[src/hw/rtl/cfr_pkg.sv]
`default_nettype none

package cfr_pkg;

    localparam int CFG_TIMER_W = 16;
    localparam int NAME_LEN_W  = 5;
    localparam int PAIR_W      = 7;
    localparam int DIGIT_W     = 4;

    typedef enum logic [2:0] {
        ST_HUNT   = 3'd0,
        ST_CMD    = 3'd1,
        ST_DIGITS = 3'd2,
        ST_NAME   = 3'd3,
        ST_END    = 3'd4,
        ST_ERROR  = 3'd5
    } parser_state_t;

    typedef enum logic [1:0] {
        REG_START_MARKER = 2'd0,
        REG_END_MARKER   = 2'd1,
        REG_CHAR_TIMEOUT = 2'd2,
        REG_ERROR_HOLD   = 2'd3
    } cfg_index_t;

    localparam logic [7:0] CH_CMD_START = 8'h31;
    localparam logic [7:0] CH_CMD_STOP  = 8'h32;
    localparam logic [7:0] CH_PERCENT   = 8'h25;
    localparam logic [7:0] CH_AMP       = 8'h26;
    localparam logic [7:0] CH_ZERO      = 8'h30;
    localparam logic [7:0] CH_NINE      = 8'h39;
    localparam logic [7:0] CH_UPPER_A   = 8'h41;
    localparam logic [7:0] CH_UPPER_Z   = 8'h5A;
    localparam logic [7:0] CH_LOWER_A   = 8'h61;
    localparam logic [7:0] CH_LOWER_Z   = 8'h7A;

    localparam logic [7:0]             START_MARKER_RST = 8'd36;
    localparam logic [7:0]             END_MARKER_RST   = 8'd35;
    localparam logic [CFG_TIMER_W-1:0] CHAR_TIMEOUT_RST = 16'd1000;
    localparam logic [CFG_TIMER_W-1:0] ERROR_HOLD_RST   = 16'd1000;

    function automatic logic [PAIR_W-1:0] digit_pair(input logic [DIGIT_W-1:0] hi,
                                                     input logic [DIGIT_W-1:0] lo);
        logic [PAIR_W-1:0] h;
        logic [PAIR_W-1:0] l;
        h = PAIR_W'(hi);
        l = PAIR_W'(lo);
        return (h << 3) + (h << 1) + l;
    endfunction

endpackage

`default_nettype wire

[src/hw/rtl/command_frame_receiver.sv]
`default_nettype none

// Channel  Dir  Handshake             Payload
// s_       in   s_valid / s_ready     s_action, s_rx_byte
// m_       out  m_valid / m_ready     m_state_code .. m_name_length
// cfg_     in   cfg_valid / cfg_ready cfg_index, cfg_wdata
//
// Each request is decoded combinationally and its result is registered; it
// appears on the m_ channel the cycle after acceptance.
// A new request is taken every cycle while the result register is empty or
// being drained, so s_ready is low only while a result waits and m_ready is low.
// Synchronous active-low reset restores the register defaults and clears
// the digit store at once. cfg_ready is always high.
module command_frame_receiver #(
    parameter int DIGIT_COUNT = 9,
    parameter int NAME_MAX    = 16,
    parameter int TIMER_BITS  = 16
) (
    input  wire logic                                aclk,
    input  wire logic                                aresetn,

    input  wire logic                                s_valid,
    output logic                                     s_ready,
    input  wire logic                                s_action,
    input  wire logic [7:0]                          s_rx_byte,

    output logic                                     m_valid,
    input  wire logic                                m_ready,
    output logic [2:0]                               m_state_code,
    output logic                                     m_frame_error,
    output logic                                     m_frame_done,
    output logic                                     m_watching,
    output logic                                     m_tx_enable,
    output logic [cfr_pkg::PAIR_W-1:0]               m_temp_min,
    output logic [cfr_pkg::PAIR_W-1:0]               m_temp_max,
    output logic [cfr_pkg::PAIR_W-1:0]               m_soil_humidity,
    output logic [cfr_pkg::PAIR_W-1:0]               m_air_humidity,
    output logic [cfr_pkg::DIGIT_W-1:0]              m_irrigation,
    output logic [cfr_pkg::NAME_LEN_W-1:0]           m_name_length,

    input  wire logic                                cfg_valid,
    output logic                                     cfg_ready,
    input  wire logic [1:0]                          cfg_index,
    input  wire logic [cfr_pkg::CFG_TIMER_W-1:0]     cfg_wdata
);
    import cfr_pkg::*;

    localparam int IDX_MAX = (DIGIT_COUNT > NAME_MAX) ? DIGIT_COUNT : NAME_MAX;
    localparam int IDX_W   = $clog2(IDX_MAX + 1);
    localparam int DIG_AW  = $clog2(DIGIT_COUNT);
    localparam int CMP_W   = (TIMER_BITS > CFG_TIMER_W) ? TIMER_BITS : CFG_TIMER_W;

    logic [7:0]             cfg_start_reg;
    logic [7:0]             cfg_end_reg;
    logic [CFG_TIMER_W-1:0] cfg_char_tmo_reg;
    logic [CFG_TIMER_W-1:0] cfg_err_hold_reg;

    parser_state_t          state_reg,      state_next;
    logic                   start_mode_reg, start_mode_next;
    logic                   stop_mode_reg,  stop_mode_next;
    logic                   tx_en_reg,      tx_en_next;
    logic                   watching_reg,   watching_next;
    logic [DIGIT_W-1:0]     digit_reg [DIGIT_COUNT];
    logic [DIGIT_W-1:0]     digit_next [DIGIT_COUNT];
    logic [IDX_W-1:0]       char_idx_reg,   char_idx_next;
    logic [NAME_LEN_W-1:0]  name_len_reg,   name_len_next;
    logic [TIMER_BITS-1:0]  char_tmr_reg,   char_tmr_next;
    logic                   char_run_reg,   char_run_next;
    logic [TIMER_BITS-1:0]  err_tmr_reg,    err_tmr_next;

    logic                   err;
    logic                   done;
    logic                   accept;
    logic                   is_digit;
    logic                   is_letter;
    logic [IDX_W-1:0]       name_idx_inc;

    logic                   m_valid_reg;
    logic [2:0]             out_state_reg;
    logic                   out_err_reg;
    logic                   out_done_reg;
    logic                   out_watch_reg;
    logic                   out_tx_reg;
    logic [PAIR_W-1:0]      out_tmin_reg;
    logic [PAIR_W-1:0]      out_tmax_reg;
    logic [PAIR_W-1:0]      out_soil_reg;
    logic [PAIR_W-1:0]      out_air_reg;
    logic [DIGIT_W-1:0]     out_irr_reg;
    logic [NAME_LEN_W-1:0]  out_name_reg;

    function automatic logic [TIMER_BITS-1:0] tmr_inc(input logic [TIMER_BITS-1:0] t);
        return (t != '1) ? t + TIMER_BITS'(1) : t;
    endfunction

    assign cfg_ready = 1'b1;
    assign s_ready   = !m_valid_reg || m_ready;
    assign accept    = s_valid && s_ready;

    always_ff @(posedge aclk) begin
        if (!aresetn) begin
            cfg_start_reg    <= START_MARKER_RST;
            cfg_end_reg      <= END_MARKER_RST;
            cfg_char_tmo_reg <= CHAR_TIMEOUT_RST;
            cfg_err_hold_reg <= ERROR_HOLD_RST;
        end else if (cfg_valid && cfg_ready) begin
            unique case (cfg_index_t'(cfg_index))
                REG_START_MARKER: cfg_start_reg    <= cfg_wdata[7:0];
                REG_END_MARKER:   cfg_end_reg      <= cfg_wdata[7:0];
                REG_CHAR_TIMEOUT: cfg_char_tmo_reg <= cfg_wdata;
                REG_ERROR_HOLD:   cfg_err_hold_reg <= cfg_wdata;
                default: ;
            endcase
        end
    end

    assign is_digit  = (s_rx_byte >= CH_ZERO) && (s_rx_byte <= CH_NINE);
    assign is_letter = ((s_rx_byte >= CH_UPPER_A) && (s_rx_byte <= CH_UPPER_Z)) ||
                       ((s_rx_byte >= CH_LOWER_A) && (s_rx_byte <= CH_LOWER_Z));
    assign name_idx_inc = (char_idx_reg < IDX_W'(NAME_MAX)) ? char_idx_reg + IDX_W'(1)
                                                            : char_idx_reg;

    always_comb begin
        state_next      = state_reg;
        start_mode_next = start_mode_reg;
        stop_mode_next  = stop_mode_reg;
        tx_en_next      = tx_en_reg;
        watching_next   = watching_reg;
        digit_next      = digit_reg;
        char_idx_next   = char_idx_reg;
        name_len_next   = name_len_reg;
        char_tmr_next   = char_tmr_reg;
        char_run_next   = char_run_reg;
        err_tmr_next    = err_tmr_reg;
        err             = 1'b0;
        done            = 1'b0;

        if (s_action) begin
            if (char_run_reg) begin
                char_tmr_next = tmr_inc(char_tmr_reg);
            end
            if (state_reg == ST_ERROR) begin
                err_tmr_next = tmr_inc(err_tmr_reg);
                if (CMP_W'(err_tmr_next) >= CMP_W'(cfg_err_hold_reg)) begin
                    state_next = ST_HUNT;
                end
            end else if ((state_reg == ST_DIGITS || state_reg == ST_NAME) && char_run_reg &&
                         CMP_W'(char_tmr_next) >= CMP_W'(cfg_char_tmo_reg)) begin
                err = 1'b1;
            end
        end else begin
            unique case (state_reg)
                ST_HUNT: begin
                    if (s_rx_byte == cfg_start_reg) begin
                        char_tmr_next = '0;
                        char_run_next = 1'b1;
                        char_idx_next = '0;
                        name_len_next = '0;
                        state_next    = ST_CMD;
                    end else begin
                        err = 1'b1;
                    end
                end
                ST_CMD: begin
                    if (s_rx_byte == CH_CMD_START) begin
                        start_mode_next = 1'b1;
                        stop_mode_next  = 1'b0;
                        tx_en_next      = 1'b1;
                        char_tmr_next   = '0;
                        char_run_next   = 1'b1;
                        state_next      = ST_DIGITS;
                    end else if (s_rx_byte == CH_CMD_STOP) begin
                        start_mode_next = 1'b0;
                        stop_mode_next  = 1'b1;
                        tx_en_next      = 1'b0;
                        char_tmr_next   = '0;
                        char_run_next   = 1'b1;
                        state_next      = ST_END;
                    end else begin
                        err = 1'b1;
                    end
                end
                ST_DIGITS: begin
                    if (is_digit) begin
                        char_tmr_next = '0;
                        char_run_next = 1'b1;
                        if (char_idx_reg < IDX_W'(DIGIT_COUNT)) begin
                            digit_next[char_idx_reg[DIG_AW-1:0]] =
                                DIGIT_W'(s_rx_byte - CH_ZERO);
                            char_idx_next = char_idx_reg + IDX_W'(1);
                        end
                    end else if (s_rx_byte == CH_AMP) begin
                        char_tmr_next = '0;
                        char_run_next = 1'b1;
                    end else if (s_rx_byte == CH_PERCENT) begin
                        char_tmr_next = '0;
                        char_run_next = 1'b1;
                        char_idx_next = '0;
                        state_next    = ST_NAME;
                    end else begin
                        err = 1'b1;
                    end
                end
                ST_NAME: begin
                    if (is_letter) begin
                        char_tmr_next = '0;
                        char_run_next = 1'b1;
                        char_idx_next = name_idx_inc;
                    end else if (s_rx_byte == CH_AMP) begin
                        char_tmr_next = '0;
                        char_run_next = 1'b0;
                        name_len_next = NAME_LEN_W'(name_idx_inc);
                        char_idx_next = '0;
                        state_next    = ST_END;
                    end else begin
                        err = 1'b1;
                    end
                end
                ST_END: begin
                    if (s_rx_byte == cfg_end_reg) begin
                        if (start_mode_reg) begin
                            watching_next  = 1'b1;
                            stop_mode_next = 1'b0;
                            state_next     = ST_HUNT;
                            done           = 1'b1;
                        end else if (stop_mode_reg) begin
                            watching_next   = 1'b0;
                            start_mode_next = 1'b0;
                            state_next      = ST_HUNT;
                            done            = 1'b1;
                        end
                    end else begin
                        err = 1'b1;
                    end
                end
                default: ;
            endcase
        end

        if (err) begin
            state_next   = ST_ERROR;
            err_tmr_next = '0;
        end
    end

    always_ff @(posedge aclk) begin
        if (!aresetn) begin
            state_reg      <= ST_HUNT;
            start_mode_reg <= 1'b0;
            stop_mode_reg  <= 1'b1;
            tx_en_reg      <= 1'b0;
            watching_reg   <= 1'b0;
            for (int i = 0; i < DIGIT_COUNT; i++) begin
                digit_reg[i] <= '0;
            end
            char_idx_reg   <= '0;
            name_len_reg   <= '0;
            char_tmr_reg   <= '0;
            char_run_reg   <= 1'b0;
            err_tmr_reg    <= '0;
        end else if (accept) begin
            state_reg      <= state_next;
            start_mode_reg <= start_mode_next;
            stop_mode_reg  <= stop_mode_next;
            tx_en_reg      <= tx_en_next;
            watching_reg   <= watching_next;
            digit_reg      <= digit_next;
            char_idx_reg   <= char_idx_next;
            name_len_reg   <= name_len_next;
            char_tmr_reg   <= char_tmr_next;
            char_run_reg   <= char_run_next;
            err_tmr_reg    <= err_tmr_next;
        end
    end

    always_ff @(posedge aclk) begin
        if (!aresetn) begin
            m_valid_reg <= 1'b0;
        end else if (accept) begin
            m_valid_reg <= 1'b1;
        end else if (m_ready) begin
            m_valid_reg <= 1'b0;
        end
    end

    always_ff @(posedge aclk) begin
        if (accept) begin
            out_state_reg <= state_next;
            out_err_reg   <= err;
            out_done_reg  <= done;
            out_watch_reg <= watching_next;
            out_tx_reg    <= tx_en_next;
            out_tmin_reg  <= digit_pair(digit_next[0], digit_next[1]);
            out_tmax_reg  <= digit_pair(digit_next[2], digit_next[3]);
            out_soil_reg  <= digit_pair(digit_next[4], digit_next[5]);
            out_air_reg   <= digit_pair(digit_next[6], digit_next[7]);
            out_irr_reg   <= digit_next[8];
            out_name_reg  <= name_len_next;
        end
    end

    assign m_valid         = m_valid_reg;
    assign m_state_code    = out_state_reg;
    assign m_frame_error   = out_err_reg;
    assign m_frame_done    = out_done_reg;
    assign m_watching      = out_watch_reg;
    assign m_tx_enable     = out_tx_reg;
    assign m_temp_min      = out_tmin_reg;
    assign m_temp_max      = out_tmax_reg;
    assign m_soil_humidity = out_soil_reg;
    assign m_air_humidity  = out_air_reg;
    assign m_irrigation    = out_irr_reg;
    assign m_name_length   = out_name_reg;

    a_err_not_done: assert property (@(posedge aclk) disable iff (!aresetn)
        m_valid |-> !(m_frame_error && m_frame_done))
        else $error("frame error and frame done in one result");

    a_err_state: assert property (@(posedge aclk) disable iff (!aresetn)
        (m_valid && m_frame_error) |-> (m_state_code == ST_ERROR))
        else $error("frame error without error state");

    a_done_state: assert property (@(posedge aclk) disable iff (!aresetn)
        (m_valid && m_frame_done) |-> (m_state_code == ST_HUNT))
        else $error("frame done without return to hunt");

    a_accept_result: assert property (@(posedge aclk) disable iff (!aresetn)
        (s_valid && s_ready) |=> m_valid)
        else $error("accepted request produced no result");

    a_name_len: assert property (@(posedge aclk) disable iff (!aresetn)
        NAME_LEN_W'(name_len_reg) <= NAME_LEN_W'(NAME_MAX))
        else $error("name length beyond its maximum");

endmodule

`default_nettype wire
[config.mk]
export PLATFORM = sky130hd
export DESIGN_NAME = command_frame_receiver
export DESIGN_NICKNAME = d
export VERILOG_FILES = /design/src/hw/rtl/cfr_pkg.sv /design/src/hw/rtl/command_frame_receiver.sv
export SDC_FILE = /design/constraint.sdc
export NUM_CORES = 1
export LEC_CHECK = 0
export BUFFER_PORTS_ARGS = -buffer_cell sky130_fd_sc_hd__buf_4
export CORE_MARGIN = 2
export CORE_UTILIZATION = 50
export DETAILED_ROUTE_END_ITERATION = 8
export PLACE_DENSITY = 0.8
export SLEW_MARGIN = 0
export SYNTH_ARGS = -nofsm -noshare
export SYNTH_HDL_FRONTEND = slang
export SYNTH_SLANG_ARGS = --single-unit
[constraint.sdc]
create_clock -name aclk -period 10.8 [get_ports aclk]
set_input_delay 0.54 -clock aclk [delete_from_list [all_inputs] [get_ports aclk]]
set_output_delay 0.54 -clock aclk [all_outputs]
set_load 0.01 [all_outputs]
==> flow_metrics.py <==
metrics = {
    "worst_setup_path": {
        "rr_worst_depth": 13,
        "critPathArrivalTime_ns": 4.63,
        "crit_slowest_cell": "a211oi_4",
        "path_delay_family": "compound AO/OA/AOI/OAI gates",
        "crit_path_cell_trace": "and4_4 -> nand4_2 -> or2_1 -> nand2_1 -> mux2_2 -> ha_1 -> o211ai_1 -> a21oi_1 -> nor4_1 -> o41ai_1 -> a41oi_2 -> a211oi_4 -> o21ai_0",
        "crit_type": "register to register",
        "critPathLaunchType": "register",
        "max_stage_delay_ns": 0.77,
        "path_max_fanout": 13,
        "crit_buf_inv": 0,
        "cp_num_cells": 13,
        "required_ns": 11.09,
        "end_kind": "register",
    },
    "clock_tree": {
        "clock_latency_ns": 0.44,
        "clk_pin_slew_ns": 0.07,
        "cts_root_buf": "clkbuf_16",
        "cts.repair.resized": 0,
        "cts_setup_buffers": 0,
        "ctsHoldBuffers": 0,
        "cts.path.max_buffers": 2,
        "cts_inserted_buffers": 17,
        "h-tree-depth": 4,
        "cts.sink_count": 179,
        "cts_tree": "done",
    },
    "power": {
        "pwr-share-clk": 0.415,
        "p_leak_uw": 0.00475,
        "finalPower_uw": 1530,
        "p_per_area_nw_per_um2": 134,
        "seqPwrFrac": 0.478,
        "ir_drop_mv": 0.108,
        "power.switching_uw": 397,
        "comb_power_share": 0.107,
        "p_int_uw": 1130,
        "sw_frac_of_total": 0.260,
    },
    "finish": {
        "nNetsFinal": 1285,
        "largest_reg_flops": 36,
        "area_growth_pct": 12.9,
        "fillers": 1812,
        "n_antenna_cell": 0,
        "final_cell_mix": "nand2_1 (157), dfxtp_1 (135), nor2_1 (98), buf_4 (83), inv_1 (73)",
        "drive_above_1_share": 0.154,
        "final_common_cell": "nand2_1",
    },
    "detailed_routing": {
        "dr.first_iter.drc_count": 544,
        "detail-route-antenna-nets": 0,
        "drt_first_pass_iters": 5,
        "wl_per_cell_microns": 16.0,
        "drc": 0,
        "via_count": 8188,
        "via_per_inst": 5.60,
        "routed_wl_mm": 23.4,
    },
    "global_route": {
        "grt_pass1_vias": 7975,
        "grt_pass1_wl_mm": 38.8,
        "grt_max_degree": 86,
        "antenna_found_initial": 0,
        "track_usage": 0.223,
        "grt_overflow": 0,
    },
    "logic_synthesis": {
        "syn_inst": 1135,
        "yosys_warnings": 0,
        "synth.cell_area_sq_um": 10100,
        "synthFlopType": "dfxtp_1",
        "synth-async-reset-ratio": 0,
        "synth_edf_count": 44,
        "yosysSeqAreaShare": 0.398,
        "syn_avg_cell_area_sq_um": 8.91,
        "postSynthRegisterBits": 179,
        "synth_cell_types": 73,
        "syn_nets": 1242,
    },
    "sta": {
        "slew_headroom": 0.347,
        "fmax_ghz": 0.231,
        "hold_violations": 0,
        "setup_viol": 0,
        "tightest_slew_ns": 0.980,
        "rsz0062_at_grt": "no",
        "period_minus_slack_ns": 4.34,
        "fin_setup_tns_ns": 0,
        "slew_viol_final": 0,
        "hold_slack_ns": 0.348,
        "fin_worst_skew_ns": 0.0105,
        "finalCritPeriodShare": 0.402,
    },
    "placed_design": {
        "gp_congestion": 0.941,
        "port_buffers": 77,
        "dp_hpwl_mm": 16.4,
    },
    "die": {
        "initial_core_util": 0.504,
        "core_area_sq_um": 20000,
        "dieWidth_microns": 146,
        "die_h_microns": 146,
        "rows": 52,
        "num_io_pins": 79,
        "dieArea_sq_um": 21400,
    },
    "job": {
        "max-cap-violations": 0,
    },
    "outcome": {
        "outcome": "finished clean",
    },
    "min_path": {
        "holdPathStages": 3,
        "hp-class": "input port to register",
    },
}
## power groups by stage
| stage | combinational [uW] | sequential, uW | clock [uW] |
|---|---|---|---|
| 6_report | 164 | 729 | 633 |
| 3_5_place_dp | 163 | 743 | 0 |
| 4_1_cts | 164 | 729 | 643 |
| 2_1_floorplan | 99.8 | 747 | 0 |
| 5_1_grt | 180 | 731 | 669 |
| 3_3_place_gp | 159 | 743 | 0 |
## stage by stage
| step | cells | setup slack, ns | util | instance area (sq um) |
|---|---|---|---|---|
| detailed placement | 1429 | 6.48 | 0.540 | 10800 |
| global placement | 1429 | 6.57 | 0.540 | 10800 |
| CTS | 1461 | 6.46 | 0.570 | 11400 |
| floorplan | 1135 | 7.12 | - | 10100 |
| finish | 1461 | 6.46 | 0.570 | 11400 |
| global route | 1461 | 6.26 | 0.570 | 11400 |
## area by class of cell
type | instances | area (sq um) | share of cell area
multi-input cells | 821 | 5550 | 0.486
flip-flops and latches | 179 | 4020 | 0.353
repair buffers | 83 | 623 | 0.0546
clock buffers | 18 | 429 | 0.0376
well taps | 270 | 338 | 0.0296
inverters | 76 | 287 | 0.0251
clock inverters | 14 | 169 | 0.0148
## metal layers
layer / GRT usage / share of wire
met5: 0 / 0
met4: 0.0879 / 0.025
met3: 0.0400 / 0.042
met2: 0.383 / 0.50
met1: 0.278 / 0.43
## cell usage after synthesis (7+ instances only)
master	n	area, sq um
xnor2_1	24	210
a21o_1	11	82.6
edfxtp_1	44	1320
a31oi_1	13	81.3
and2_1	8	50.1
dfxtp_1	135	2700
nand3b_1	7	52.6
nor4_1	9	56.3
fa_1	8	160
and3_1	9	56.3
a211oi_1	13	97.6
nand3_1	39	195
inv_1	75	282
buf_2	11	55.1
ha_1	67	838
o21ai_0	42	210
nand2_1	157	589
nor2_1	98	368
nor3_1	19	95.1
mux2_2	30	338
a21oi_1	68	340
nand2b_1	7	43.8
o211ai_1	16	120
mux2i_1	40	400
nand4_1	16	100
xor2_1	29	254
clkbuf_1	40	150
o21ai_2	9	78.8
## kinds of logic after synthesis
family | count (synthesis) | share of synthesized area
other cells | 1 | 0.000371
buf+inv | 135 | 0.0533
xor+xnor | 53 | 0.0459
compound gates | 212 | 0.138
flops | 179 | 0.398
mux | 70 | 0.0730
fa+ha+maj | 75 | 0.0988
simple gates | 410 | 0.192
## worst register-to-register path, cell delays in order, from the launching register on
cell and delay (ns):
dfxtp_1 0.47, and4_4 0.28, nand4_2 0.13, or2_1 0.34, nand2_1 0.17, mux2_2 0.37, ha_1 0.28, o211ai_1 0.08
a21oi_1 0.14, nor4_1 0.07, o41ai_1 0.55, a41oi_2 0.33, a211oi_4 0.77, o21ai_0 0.20
## path summary, 6_finish.rpt
| kind | startpoint | endpoint | slack [ns] |
|---|---|---|---|
| worst max-delay path | char_tmr_reg[5]$_SDFFE_PN0P_ | err_tmr_reg[1]$_SDFFE_PN0P_ | 6.46 |
| worst min-delay path | cfg_wdata[9] | cfg_err_hold_reg[9]$_SDFFE_PN1P_ | 0.35 |
| worst max register to register | char_tmr_reg[5]$_SDFFE_PN0P_ | err_tmr_reg[1]$_SDFFE_PN0P_ | 6.46 |
| worst min register to register | digit_reg[12]$_SDFFE_PN0P_ | digit_reg[12]$_SDFFE_PN0P_ | 0.46 |
Power figures use the tool's default switching activity.
